==> src/rtl/slir_pkg.sv <==
`timescale 1ns / 1ps
`default_nettype none

package slir_pkg;

    localparam int DEPTH  = 16;
    localparam int IDX_W  = (DEPTH > 1) ? $clog2(DEPTH) : 1;
    localparam int CNT_W  = $clog2(DEPTH + 1);
    localparam int DATA_W = 32;
    localparam int POS_W  = 6;

    typedef enum logic [1:0] {
        OP_INSERT    = 2'd0,
        OP_REMOVE    = 2'd1,
        OP_LIST_ASC  = 2'd2,
        OP_LIST_DESC = 2'd3
    } t_op;

    typedef enum logic [2:0] {
        ST_INSERTED = 3'd0,
        ST_REMOVED  = 3'd1,
        ST_NOTFOUND = 3'd2,
        ST_FULL     = 3'd3,
        ST_ELEMENT  = 3'd4,
        ST_EMPTY    = 3'd5
    } t_status;

    typedef enum logic [3:0] {
        S_IDLE,
        S_SCAN_RD,
        S_SCAN_CHK,
        S_SHIFT_RD,
        S_SHIFT_WR,
        S_PUT,
        S_LIST_RD,
        S_LIST_OUT,
        S_EMIT
    } t_state;

endpackage

`default_nettype wire

==> src/rtl/sorted_list_insert_remove_core.sv <==
`timescale 1ns / 1ps
`default_nettype none

// Sorted list of signed 32-bit values kept in ascending order, duplicates allowed.
// The input channel (i_valid / o_stall) carries one beat per command: insert,
// remove, list ascending or list descending. The output channel (o_valid /
// i_stall) returns one beat per insert or remove, and one beat per stored value
// (or a single "empty" beat) for a list command; o_last marks the final beat.
// Commands run one at a time on a single-port entry memory with registered read
// data and one compare per scanned entry, so o_stall is high while a command is busy.
// Each memory visit is split into an address step and a step that uses the read data.
// An insert scans to the first entry not below the value, shifts that entry and all
// above it up by one slot and puts the value there, or after the last entry if none.
// A remove scans to the first match, then shifts the entries above it down by one.
// A full insert, an empty list or a remove on an empty list skips the memory entirely.
// The result sits in an output register, so the core returns to idle and takes
// the next command while the last beat still waits; a stall from the receiver
// only holds the sequencer at the point where it needs to load a new beat.
// Reset clears the element count, the sequencer state and the output valid flag;
// the entry memory is not cleared, since only entries below the count are ever read.
module sorted_list_insert_remove_core (
    input  wire logic        i_clk,
    input  wire logic        i_rst_n,
    input  wire logic        i_valid,
    output logic             o_stall,
    input  wire logic [1:0]  i_operation,
    input  wire logic [31:0] i_value,
    output logic             o_valid,
    input  wire logic        i_stall,
    output logic [2:0]       o_status,
    output logic [31:0]      o_element,
    output logic [5:0]       o_position,
    output logic             o_last
);

    // Entry memory and its registered read port.
    logic [slir_pkg::DATA_W-1:0] r_mem [slir_pkg::DEPTH];
    logic [slir_pkg::DATA_W-1:0] r_rdata;

    logic                        w_we;
    logic                        w_re;
    logic [slir_pkg::IDX_W-1:0]  w_waddr;
    logic [slir_pkg::IDX_W-1:0]  w_raddr;
    logic [slir_pkg::DATA_W-1:0] w_wdata;

    // Sequencer state and the command being worked on.
    slir_pkg::t_state            r_state, n_state;
    slir_pkg::t_op               r_op, n_op;
    logic [slir_pkg::DATA_W-1:0] r_val, n_val;
    logic [slir_pkg::IDX_W-1:0]  r_idx, n_idx;
    logic [slir_pkg::IDX_W-1:0]  r_pos, n_pos;
    logic [slir_pkg::CNT_W-1:0]  r_count, n_count;
    slir_pkg::t_status           r_st, n_st;

    // Output register.
    logic                        r_o_valid, n_o_valid;
    slir_pkg::t_status           r_o_status, n_o_status;
    logic [slir_pkg::DATA_W-1:0] r_o_element, n_o_element;
    logic [slir_pkg::POS_W-1:0]  r_o_position, n_o_position;
    logic                        r_o_last, n_o_last;

    logic                        w_out_free;
    logic [slir_pkg::CNT_W-1:0]  w_idx_ext;
    logic                        w_list_last;

    assign w_out_free = !r_o_valid || !i_stall;
    assign w_idx_ext  = slir_pkg::CNT_W'(r_idx);
    assign o_stall    = (r_state != slir_pkg::S_IDLE);

    assign o_valid    = r_o_valid;
    assign o_status   = r_o_status;
    assign o_element  = r_o_element;
    assign o_position = r_o_position;
    assign o_last     = r_o_last;

    always_ff @(posedge i_clk) begin
        if (w_we) begin
            r_mem[w_waddr] <= w_wdata;
        end
        if (w_re) begin
            r_rdata <= r_mem[w_raddr];
        end
    end

    always_ff @(posedge i_clk) begin
        if (!i_rst_n) begin
            r_state   <= slir_pkg::S_IDLE;
            r_count   <= '0;
            r_o_valid <= 1'b0;
        end else begin
            r_state   <= n_state;
            r_count   <= n_count;
            r_o_valid <= n_o_valid;
        end
        r_op         <= n_op;
        r_val        <= n_val;
        r_idx        <= n_idx;
        r_pos        <= n_pos;
        r_st         <= n_st;
        r_o_status   <= n_o_status;
        r_o_element  <= n_o_element;
        r_o_position <= n_o_position;
        r_o_last     <= n_o_last;
    end

    always_comb begin
        n_state      = r_state;
        n_op         = r_op;
        n_val        = r_val;
        n_idx        = r_idx;
        n_pos        = r_pos;
        n_count      = r_count;
        n_st         = r_st;
        n_o_valid    = r_o_valid && i_stall;
        n_o_status   = r_o_status;
        n_o_element  = r_o_element;
        n_o_position = r_o_position;
        n_o_last     = r_o_last;
        w_we         = 1'b0;
        w_re         = 1'b0;
        w_waddr      = r_idx;
        w_raddr      = r_idx;
        w_wdata      = r_rdata;
        w_list_last  = 1'b0;

        unique case (r_state)
            slir_pkg::S_IDLE: begin
                if (i_valid) begin
                    n_op  = slir_pkg::t_op'(i_operation);
                    n_val = i_value;
                    n_idx = '0;
                    n_pos = '0;
                    unique case (slir_pkg::t_op'(i_operation))
                        slir_pkg::OP_INSERT: begin
                            if (r_count == slir_pkg::CNT_W'(slir_pkg::DEPTH)) begin
                                n_st    = slir_pkg::ST_FULL;
                                n_state = slir_pkg::S_EMIT;
                            end else if (r_count == '0) begin
                                n_state = slir_pkg::S_PUT;
                            end else begin
                                n_state = slir_pkg::S_SCAN_RD;
                            end
                        end
                        slir_pkg::OP_REMOVE: begin
                            if (r_count == '0) begin
                                n_st    = slir_pkg::ST_NOTFOUND;
                                n_state = slir_pkg::S_EMIT;
                            end else begin
                                n_state = slir_pkg::S_SCAN_RD;
                            end
                        end
                        slir_pkg::OP_LIST_ASC, slir_pkg::OP_LIST_DESC: begin
                            if (r_count == '0) begin
                                n_st    = slir_pkg::ST_EMPTY;
                                n_val   = '0;
                                n_state = slir_pkg::S_EMIT;
                            end else begin
                                if (slir_pkg::t_op'(i_operation) == slir_pkg::OP_LIST_DESC) begin
                                    n_idx = slir_pkg::IDX_W'(r_count - 1'b1);
                                end
                                n_state = slir_pkg::S_LIST_RD;
                            end
                        end
                        default: begin
                            n_state = slir_pkg::S_IDLE;
                        end
                    endcase
                end
            end

            slir_pkg::S_SCAN_RD: begin
                w_re    = 1'b1;
                n_state = slir_pkg::S_SCAN_CHK;
            end

            slir_pkg::S_SCAN_CHK: begin
                // One compare per visited entry; the first hit ends the scan.
                if (r_op == slir_pkg::OP_INSERT) begin
                    if ($signed(r_rdata) >= $signed(r_val)) begin
                        n_pos   = r_idx;
                        n_idx   = slir_pkg::IDX_W'(r_count);
                        n_state = slir_pkg::S_SHIFT_RD;
                    end else if (w_idx_ext + 1'b1 == r_count) begin
                        n_pos   = slir_pkg::IDX_W'(r_count);
                        n_state = slir_pkg::S_PUT;
                    end else begin
                        n_idx   = r_idx + 1'b1;
                        n_state = slir_pkg::S_SCAN_RD;
                    end
                end else begin
                    if (r_rdata == r_val) begin
                        n_pos = r_idx;
                        n_st  = slir_pkg::ST_REMOVED;
                        if (w_idx_ext + 1'b1 < r_count) begin
                            n_state = slir_pkg::S_SHIFT_RD;
                        end else begin
                            n_count = r_count - 1'b1;
                            n_state = slir_pkg::S_EMIT;
                        end
                    end else if (w_idx_ext + 1'b1 == r_count) begin
                        n_pos   = '0;
                        n_st    = slir_pkg::ST_NOTFOUND;
                        n_state = slir_pkg::S_EMIT;
                    end else begin
                        n_idx   = r_idx + 1'b1;
                        n_state = slir_pkg::S_SCAN_RD;
                    end
                end
            end

            slir_pkg::S_SHIFT_RD: begin
                // r_idx is the slot being written; its source is the neighbor.
                w_re = 1'b1;
                if (r_op == slir_pkg::OP_INSERT) begin
                    w_raddr = r_idx - 1'b1;
                end else begin
                    w_raddr = r_idx + 1'b1;
                end
                n_state = slir_pkg::S_SHIFT_WR;
            end

            slir_pkg::S_SHIFT_WR: begin
                w_we = 1'b1;
                if (r_op == slir_pkg::OP_INSERT) begin
                    if (r_idx - 1'b1 == r_pos) begin
                        n_state = slir_pkg::S_PUT;
                    end else begin
                        n_idx   = r_idx - 1'b1;
                        n_state = slir_pkg::S_SHIFT_RD;
                    end
                end else begin
                    if (w_idx_ext + 2'd2 >= r_count) begin
                        n_count = r_count - 1'b1;
                        n_state = slir_pkg::S_EMIT;
                    end else begin
                        n_idx   = r_idx + 1'b1;
                        n_state = slir_pkg::S_SHIFT_RD;
                    end
                end
            end

            slir_pkg::S_PUT: begin
                w_we    = 1'b1;
                w_waddr = r_pos;
                w_wdata = r_val;
                n_count = r_count + 1'b1;
                n_st    = slir_pkg::ST_INSERTED;
                n_state = slir_pkg::S_EMIT;
            end

            slir_pkg::S_LIST_RD: begin
                w_re    = 1'b1;
                n_state = slir_pkg::S_LIST_OUT;
            end

            slir_pkg::S_LIST_OUT: begin
                if (r_op == slir_pkg::OP_LIST_ASC) begin
                    w_list_last = (w_idx_ext + 1'b1 == r_count);
                end else begin
                    w_list_last = (r_idx == '0);
                end
                if (w_out_free) begin
                    n_o_valid    = 1'b1;
                    n_o_status   = slir_pkg::ST_ELEMENT;
                    n_o_element  = r_rdata;
                    n_o_position = slir_pkg::POS_W'(r_idx);
                    n_o_last     = w_list_last;
                    if (w_list_last) begin
                        n_state = slir_pkg::S_IDLE;
                    end else begin
                        if (r_op == slir_pkg::OP_LIST_ASC) begin
                            n_idx = r_idx + 1'b1;
                        end else begin
                            n_idx = r_idx - 1'b1;
                        end
                        n_state = slir_pkg::S_LIST_RD;
                    end
                end
            end

            slir_pkg::S_EMIT: begin
                if (w_out_free) begin
                    n_o_valid    = 1'b1;
                    n_o_status   = r_st;
                    n_o_element  = r_val;
                    n_o_position = slir_pkg::POS_W'(r_pos);
                    n_o_last     = 1'b1;
                    n_state      = slir_pkg::S_IDLE;
                end
            end

            default: begin
                n_state = slir_pkg::S_IDLE;
            end
        endcase
    end

endmodule

`default_nettype wire

==> config.mk <==
export PLATFORM = sky130hd
export DESIGN_NAME = sorted_list_insert_remove_core
export DESIGN_NICKNAME = d
export VERILOG_FILES = /design/src/rtl/slir_pkg.sv /design/src/rtl/sorted_list_insert_remove_core.sv
export SDC_FILE = /design/constraint.sdc
export NUM_CORES = 1
export LEC_CHECK = 0
export ABC_AREA = 1
export BUFFER_PORTS_ARGS = -buffer_cell sky130_fd_sc_hd__buf_2
export CAP_MARGIN = 20
export CORE_MARGIN = 2
export CORE_UTILIZATION = 65
export DETAILED_ROUTE_END_ITERATION = 6
export GPL_ROUTABILITY_DRIVEN = 0
export PLACE_DENSITY = 0.85
export SETUP_SLACK_MARGIN = 0.5
export SYNTH_ARGS = -nofsm -noshare
export SYNTH_HDL_FRONTEND = slang
export SYNTH_SLANG_ARGS = --single-unit
==> constraint.sdc <==
create_clock -name i_clk -period 6.4 [get_ports i_clk]
set_input_delay 0 -clock i_clk [delete_from_list [all_inputs] [get_ports i_clk]]
set_output_delay 0 -clock i_clk [all_outputs]
set_load 0.005 [all_outputs]
==> results.md, run 1 <==
- Of the total synthesized cell area, the portion taken by AND, OR, NAND and NOR gates is 0.09485.
- The number of endpoints with negative hold slack in the final report is 0.
- For the worst setup path, the data arrival time is 4.52 ns.
- The longest clock path from root to sink contains 3 buffers.
- The repair_antennas step left the layout with diodes totalling 0.
- Across every metal layer, demand over resource in global routing totals 0.3346.
- In this run the cell area measured after placement is 0.02810 mm^2.
- The detailed router finished its first iteration with 3,267 violations.
- For this design the total switching power over the nets is 5.364 mW.
- The initial antenna violation count came to 0.
- By count the netlist is led by sky130_fd_sc_hd__edfxtp_1 (629), sky130_fd_sc_hd__o21ai_0 (342), sky130_fd_sc_hd__nor2_1 (314).
- After clock tree synthesis, the clock-pin slew on the worst setup and hold paths is 0.07 ns.
- The share of synthesized area in the top cell type comes to 0.6985.
- The critical path in this run is classified as flop to flop.
- The number of enable-type register cells in the synthesized netlist is 629.
- The starting density of the core is 0.6608.
- In this run the tightest slew margin relative to its limit is 0.2381.
- Max-cap violations in this run came to 0.
- The average wire length per cell after detail routing is 25.72 um.
- The setup skew after layout is 0.02537 ns.
- The category of the worst setup path capture point is a flop.
- The count of different cell masters after synthesis is 45.
- The classification of the worst-slack hold path is primary input to flop.
- Counting I/O delays and the setup requirement, the final critical path takes 4.166 ns.
- The largest fanout on the critical path is 47.
- The logic gate share of total power is 0.350.
- In the post-synthesis netlist, the biggest area contributors are sky130_fd_sc_hd__edfxtp_1 (70%), sky130_fd_sc_hd__o21ai_0 (6.3%), sky130_fd_sc_hd__nor2_1 (4.4%), sky130_fd_sc_hd__nand2_1 (3.4%), sky130_fd_sc_hd__o221ai_1 (2.8%).
- For this design, the sink count on the clock tree is 639.
- After routing the design area is 0.03035 mm^2.
- Measured along the y axis, the die boundary spans 208.0 um.
- The x dimension of the die is 208.0 um.
- The complex-gate fraction of the synthesized area came to 0.1299.
- The largest family of logic cells by synthesized area is compound AO/OA/AOI/OAI gates.
- The number of fill cells is 2,201.
- In the synthesized netlist the dominant register cell turns out to be sky130_fd_sc_hd__edfxtp_1.
- The share of total power dissipated in the clock network is 0.241.
- The final reports fail on design-rule violations.
- The leftover overflow at the end of global routing is 0.
- The max-slew violation total from the final report is 0.
- The pin slew with the least headroom to its limit is 1.135 ns.
- Across all hold checks on the routed design, the worst slack comes to 0.1785 ns.
- Of the total synthesized cell area, the portion taken by full adders, half adders and majority gates is 0.02267.
- The maximum number of pins on one net before global-route repair is 147.
- The peak ir drop on the vdd network is 0.0002785 V.
- The TritonCTS clock tree is yes.
- The footprint of the flip-flops and latches is 0.01909 mm^2.
- The detailed-route vias per instance is 6.806.
- The met2 layer usage reported by global route is 0.5308.
- The ratio of final minimum period to clock period is 0.6509.
- The via count of the first global-routing pass was 19,050.
- The async set-reset flop share out of synthesis is 0.
- The buffers inserted during post-CTS setup optimization is 0.
- Setup violations remaining at the end of the flow were counted as 0.
- The root buffer cell chosen for the clock tree is sky130_fd_sc_hd__clkbuf_16.
- The netlist area before placement is 0.02704 mm^2.
- The half-perimeter wire length of the detailed placement result is 38,090 um.
- Synthesis inferred 639 register bits.
- The worst setup path is launched from a flop.
- Static timing analysis puts the maximum clock frequency at 240.0 MHz.
- Summing over every cut layer, the via total after detailed routing is 19,600.
- The worst-skew pair later-pin latency is 0.62 ns.
- The internal power is 8.798 mW.
- The setup TNS is 0 ns.
- The TritonCTS buffer count is 58.
- The top-level I/O count is 82.
- For the worst setup path, the data required time is 6.75 ns.
- The count of nets left with antenna violations once routing finished came out at 0.
- For this design the ratio of total power to cell area is 466.7 mW/mm^2.
- The mean post-synth cell area is 12.34 um^2.
- The number of iterations in the first detailed-routing pass is 7.
- The met3 capacity usage during global routing is 0.07592.
- The first global-routing pass estimated 110,400 um of wire.
- The run finished, with violations left.
- In the global route stage, met1 resource usage came out at 0.4427.
- The post-synthesis sequential area ratio is 0.7059.
- Of the cells placed in the final design, the portion with a size suffix greater than 1 is 0.1154.
- The floorplan step defined a die boundary enclosing 0.04325 mm^2.
- The multi-input logic area is 0.006959 mm^2.
- The final routed wirelength across all metal layers is 74,070 um.
- The total of cells resized after clock tree synthesis is 0.
- Input and output buffers added on the ports amount to 79.
- After global routing, the most crowded layer is met2.
- Compared with the post-synthesis result, the final layout area differs by 12.23%.
- The number of warning messages in the yosys log is 0.
- The mux cell area share after synthesis is 0.
- Across all register-to-register paths, the minimum setup slack is 2.23 ns.
- The total DRC errors in the routed layout is 1.
- The largest area contributor in the netlist is sky130_fd_sc_hd__edfxtp_1.
- The xor and xnor area share after synthesis is 0.003239.
- The floorplan row count is 74.
- The share of total power dissipated in sequential elements is 0.409.
- Of the total power, the share spent switching nets is 0.3788.
- Setup repair after global routing left no endpoint under its margin.
- CTS built an H-tree with a depth of 2.
- The most numerous cell in the Yosys netlist is sky130_fd_sc_hd__edfxtp_1.
- Hold repair after CTS inserted 37 buffers.
- The core area is 0.04092 mm^2.
- The number of cells produced by synthesis is 2,192.
- The static leakage power is 10.80 nW.
- The final net count is 2,390.
## registers in the layout, summed over array words and instances (netlist names), 2 cells and up
name	count
r_st	3
r_val	32
o_position	4
r_op	2
o_element	32
r_state	4
o_status	3
r_idx	4
r_pos	4
r_mem	512
r_rdata	32
r_count	5
## cell usage in the layout, fill, tap and decap left out, types with 5 or more instances in the layout
cell and instances:
sky130_fd_sc_hd__o221ai_1 86, sky130_fd_sc_hd__o21ai_0 341, sky130_fd_sc_hd__o211ai_1 46, sky130_fd_sc_hd__nand2_1 245, sky130_fd_sc_hd__buf_2 79, sky130_fd_sc_hd__nand4_1 11
sky130_fd_sc_hd__nor2_4 18, sky130_fd_sc_hd__inv_1 133, sky130_fd_sc_hd__clkbuf_16 58, sky130_fd_sc_hd__dlygate4sd3_1 37, sky130_fd_sc_hd__clkinv_1 12, sky130_fd_sc_hd__o22ai_1 46
sky130_fd_sc_hd__dfxtp_1 10, sky130_fd_sc_hd__bufinv_16 5, sky130_fd_sc_hd__clkinv_2 9, sky130_fd_sc_hd__inv_2 8, sky130_fd_sc_hd__ha_1 49, sky130_fd_sc_hd__clkbuf_1 10
sky130_fd_sc_hd__xor2_1 8, sky130_fd_sc_hd__nor2_1 297, sky130_fd_sc_hd__buf_4 58, sky130_fd_sc_hd__nand3_1 41, sky130_fd_sc_hd__edfxtp_1 629, sky130_fd_sc_hd__a21oi_1 35
sky130_fd_sc_hd__o21ai_1 15, sky130_fd_sc_hd__nor3_1 6, sky130_fd_sc_hd__or2_2 6
## critical path, stage by stage (launching register included)
cell	delay, ns
sky130_fd_sc_hd__edfxtp_1	0.53
sky130_fd_sc_hd__inv_2	0.17
sky130_fd_sc_hd__ha_1	0.27
sky130_fd_sc_hd__xor2_1	0.18
sky130_fd_sc_hd__o21ai_1	0.33
sky130_fd_sc_hd__o21ai_4	0.07
sky130_fd_sc_hd__buf_4	0.33
sky130_fd_sc_hd__inv_2	0.71
sky130_fd_sc_hd__buf_4	0.65
sky130_fd_sc_hd__o221ai_1	0.32
sky130_fd_sc_hd__o211ai_1	0.18
sky130_fd_sc_hd__nand2_1	0.09
## layer usage
metal | share of wire | vias up
li1 | - | 8236
met1 | 0.34 | 9208
met2 | 0.46 | 1826
met3 | 0.14 | 330
met4 | 0.052 | 0
met5 | 0 | -
## metrics by stage
| step | utilization | std cells | total power, mW | worst slack, ns |
|---|---|---|---|---|
| 5_1_grt | 0.7416 | 2880 | 14.71 | 1.987 |
| 2_1_floorplan | - | 2193 | 8.989 | 2.759 |
| 3_3_place_gp | 0.6867 | 2736 | 10.16 | 2.570 |
| 3_5_place_dp | 0.6867 | 2736 | 10.45 | 2.453 |
| 6_report | 0.7416 | 2880 | 14.16 | 2.234 |
| 4_1_cts | 0.7404 | 2878 | 13.88 | 2.399 |
## final cells by class
type	count	area share
Clock buffer	68	0.04906
Clock inverter	37	0.01121
Inverter	142	0.01773
Multi-Input combinational cell	1285	0.2293
Sequential cell	639	0.6290
Tap cell	532	0.02193
Timing Repair Buffer	177	0.04180
## path summary, 6_finish.rpt
path / cells after the start / startpoint / end
worst max register to register: 11 / r_idx[0] / r_rdata[3]
worst max-delay path: 11 / r_idx[0] / r_rdata[3]
worst min register to register: 1 / r_st[2] / o_status[2]
worst min-delay path: 2 / i_operation[0] / r_op[0]
## power groups by stage
stage	Combinational [mW]	Clock (mW)	Sequential, mW
4_1_cts	4.72	3.39	5.76
3_5_place_dp	4.60	0	5.84
2_1_floorplan	3.23	0	5.76
6_report	4.96	3.41	5.79
3_3_place_gp	4.34	0	5.82
5_1_grt	5.35	3.55	5.81
## kinds of logic (layout without fill, tap and decap cells)
logic type               Yosys count  count (layout)
XOR/XNOR                          10              10
flip-flops                       639             639
AO/OA/AOI/OAI                    587             587
AND/OR/NAND/NOR                  637             637
buffers and inverters            269             424
adder cells (fa/ha/maj)           49              49
other                              1               2
No activity file was read; power rests on OpenSTA's default activity.
==> run 2: changes to the inputs <==
ABC_AREA = 0   (was 1)
CORE_UTILIZATION = 62   (was 65)
PLACE_DENSITY = 0.81   (was 0.85)
clock period = 4.1 ns   (was 6.4 ns; I/O delays follow)
==> results.md, run 2 <==
- The run finished, with violations left.
- The checks that failed: design-rule violations.
- The setup TNS is 0 ns.
- The worst-skew pair later-pin latency is 0.62 ns.
- The Yosys step of the flow raised 0 warnings.
- The register-to-register setup slack is 0.53 ns.
- Counting the fill cells in the layout gives 2,458.
- The end of the worst hold path is r_val[2].
- The starting density of the core is 0.6247.
- In this run the critical register-to-register path is launched from r_idx[1].
- The floorplan row count is 76.
- The die covers 0.04489 mm^2.
- The most used flip-flop cell after synthesis is sky130_fd_sc_hd__edfxtp_1.
- The most numerous cell in the Yosys netlist is sky130_fd_sc_hd__edfxtp_1.
- The leftover overflow at the end of global routing is 0.
- The largest area contributor in the netlist is sky130_fd_sc_hd__edfxtp_1.
- The data required time of the critical path is 4.42 ns.
- By count the netlist is led by sky130_fd_sc_hd__edfxtp_1 (629), sky130_fd_sc_hd__nand2_1 (137), sky130_fd_sc_hd__mux4_2 (128).
- The buffer type at the clock tree root is sky130_fd_sc_hd__clkbuf_16.
- The TritonCTS clock tree is yes.
- After detailed routing, the total wire length is 62,920 um.
- The H-tree was split into 2 levels.
- The total DRC errors in the routed layout is 1.
- The clock edge transition at the registers on the reported setup and hold paths is 0.06 ns.
- The depth of the most critical reg-to-reg path is 10.
- The average wire length per cell after detail routing is 26.60 um.
- Leaving out fill and tap cells, the most frequent cells in the layout are sky130_fd_sc_hd__edfxtp_1 (629), sky130_fd_sc_hd__nand2_1 (136), sky130_fd_sc_hd__mux4_2 (128).
- The worst-path cell with the longest stage delay is sky130_fd_sc_hd__edfxtp_1.
- The minimum clock period is 3.565 ns.
- Counting every instance in the synthesized netlist gives 1,546.
- In this run, synthesis inferred 629 flip-flops with an integrated enable.
- The first global-routing pass estimated 93,740 um of wire.
- The largest register by flop count is r_mem.
- On the worst path, the slowest cell contributes a delay of 0.59 ns.
- In this run, the number of DRC markers left after iteration 0 of detailed routing was 2,075.
- The number of endpoints with negative hold slack in the final report is 0.
- The final net count is 1,820.
- In this run the mean area of a mapped cell was 17.33 um^2.
- The critical path goes through inv_1 > ha_1 > xnor2_1 > nor2_1 > a21oi_4 > buf_12 > mux4_2 > and2_0 > a211oi_1 > a31oi_1.
- The max-slew violation total from the final report is 0.
- The via count of the routed design is 15,280.
- Using the TritonRoute via totals, the vias-per-cell ratio works out to 6.459.
- The critical path is of the flop to flop type.
- Relative to the synthesized area, the layout overhead comes to 15.68%.
- The netlist area before placement is 0.02679 mm^2.
- The min-delay analysis places its worst path in the category primary input to flop.
- The initial antenna violation count was 1.
- In this run the most critical hold path is launched from i_value[2].
- The instance count along the most critical hold path is 3.
- The peak ir drop on the vdd network is 0.0004879 V.
- Headroom to the max-slew limit came out at 0.3094.
- TritonCTS created 61 clock buffers.
- The pin slew with the least headroom to its limit is 1.031 ns.
- The setup skew after layout is 0.01751 ns.
- The worst setup path is captured at a flop.
- The overall track demand over capacity in global routing is 0.2880.
- Synthesis inferred 639 register bits.
- The largest fanout on the critical path is 53.
- The critical path startpoint category is a flop.
- The async set-reset flop share out of synthesis is 0.
- The repair_antennas step left the layout with diodes totalling 0.
- Detailed placement ended at an HPWL of 34,670 um.
- The static leakage power is 10.45 nW.
- Leaving out fill and tap cells, the most frequent cell in the layout is sky130_fd_sc_hd__edfxtp_1.
- The via count of the first global-routing pass is 15,270.
- Setup violations remaining at the end of the flow were counted as 0.
- In this run the standard cell core region covers 0.04289 mm^2.
- The flip-flop count of the largest register after layout is 512.
- The count of different cell masters after synthesis is 67.
- The arrival time of data at the critical path endpoint is 3.88 ns.
- The number of max-capacitance violations reported is 0.
- The first detailed-routing pass took 7 iterations.
- The post-synthesis sequential area ratio is 0.7125.
- The remaining antenna violation count is 0.
- Port buffering added 79 buffers.
- The capture instance of the worst register-to-register path is r_rdata[20].
- The die is 211.9 um tall.
- Ranked by total cell area, the synthesized netlist is headed by sky130_fd_sc_hd__edfxtp_1 (71%), sky130_fd_sc_hd__mux4_2 (11%), sky130_fd_sc_hd__ha_1 (2.3%), sky130_fd_sc_hd__nand2_1 (1.9%), sky130_fd_sc_hd__mux2_2 (1.4%).
- Of the post-synthesis cell area, the dominant cell type holds 0.7051.
- Of the cells placed in the final design, the portion with a size suffix greater than 1 is 0.2573.
- Setup repair after global routing could not meet its margin everywhere.
- The number of sinks on the clock net is 639.
- The x dimension of the die is 211.9 um.
- Dividing the final minimum period by the clock period gives 0.8695.
- Entering global routing, the biggest net connects 65 pins.
- The clock passes through at most 3 buffers.
- The highest clock rate is 280.5 MHz.
- 82 I/O pins were placed.
- In this run the power density over the cells is 688.1 mW/mm^2.
- Summing internal, switching and leakage power gives 21.32 mW.
-- run 2: cell type report --
class                      count  area [um^2]  area share
sequential                   639        19090      0.6159
multi-input combinational    780         7333      0.2366
timing repair buffer         206         1659     0.05353
clock buffer                  78         1612     0.05200
tap                          585        732.0     0.02362
clock inverter                32        397.9     0.01284
inverter                      45        168.9    0.005450
-- run 2: stage by stage --
| stage | std cells | hold slack (ns) | util | setup slack [ns] | area, um^2 |
|---|---|---|---|---|---|
| after CTS | 2348 | 0.1653 | 0.7184 | 0.5946 | 30810 |
| after floorplan | 1547 | 0.09887 | - | 0.8504 | 26800 |
| after detailed placement | 2200 | 0.2727 | 0.6627 | 0.6481 | 28420 |
| after global routing | 2365 | 0.1912 | 0.7226 | 0.4238 | 30990 |
| final | 2365 | 0.1957 | 0.7226 | 0.5349 | 30990 |
| after global placement | 2194 | 0.2752 | 0.6618 | 0.6840 | 28380 |
-- run 2: power by group --
group	leakage [nW]	internal (mW)	total [mW]	switching (mW)
Sequential	5.78	8.31	8.70	0.384
Combinational	3.70	2.86	6.94	4.08
Clock	0.965	3.33	5.69	2.36
Total	10.4	14.5	21.3	6.83
-- run 2: how the worst max path moves through the flow --
stage	from	end	cells past startpoint
after floorplan	r_state[1]	r_mem[10][0]	6
after global placement	r_idx[0]	r_rdata[31]	10
after detailed placement	r_state[2]	r_mem[5][8]	7
after CTS	r_idx[0]	r_rdata[20]	10
after global routing	r_state[2]	r_mem[3][12]	7
final	r_idx[1]	r_rdata[20]	10
-- run 2: critical path: cells and delay by family (launching register included) --
kind	cells	cell delay, ns
muxes	1	0.40
AOI/OAI and AO/OA	3	0.61
buffers and inverters	2	0.62
DFF	1	0.59
adders and majority gates	1	0.56
xor gates and xnor gates	1	0.16
and+or+nand+nor	2	0.26
-- run 2: kinds of logic after synthesis --
| logic type | share of synthesized area |
|---|---|
| buffers and inverters | 0.02162 |
| and+or+nand+nor | 0.06123 |
| AOI/OAI and AO/OA | 0.04965 |
| other | 0.0001400 |
| xor gates and xnor gates | 0.007846 |
| muxes | 0.1241 |
| adders and majority gates | 0.02289 |
| DFF | 0.7125 |
-- run 2: timing repair --
| item | CTS | global route |
|---|---|---|
| hold endpoints to repair | 52 | 0 |
| gates resized for setup | 0 | 3 |
| hold buffers | 38 | 0 |
| endpoints found under the setup margin | 0 | 238 |
| setup buffers | 0 | 15 |
-- run 2: per-layer routing --
metal | wire length, um | track usage
met2 | 31410 | 0.4748
met5 | 0 | 0
met4 | 2124 | 0.1061
met1 | 23990 | 0.3974
met3 | 5389 | 0.04243
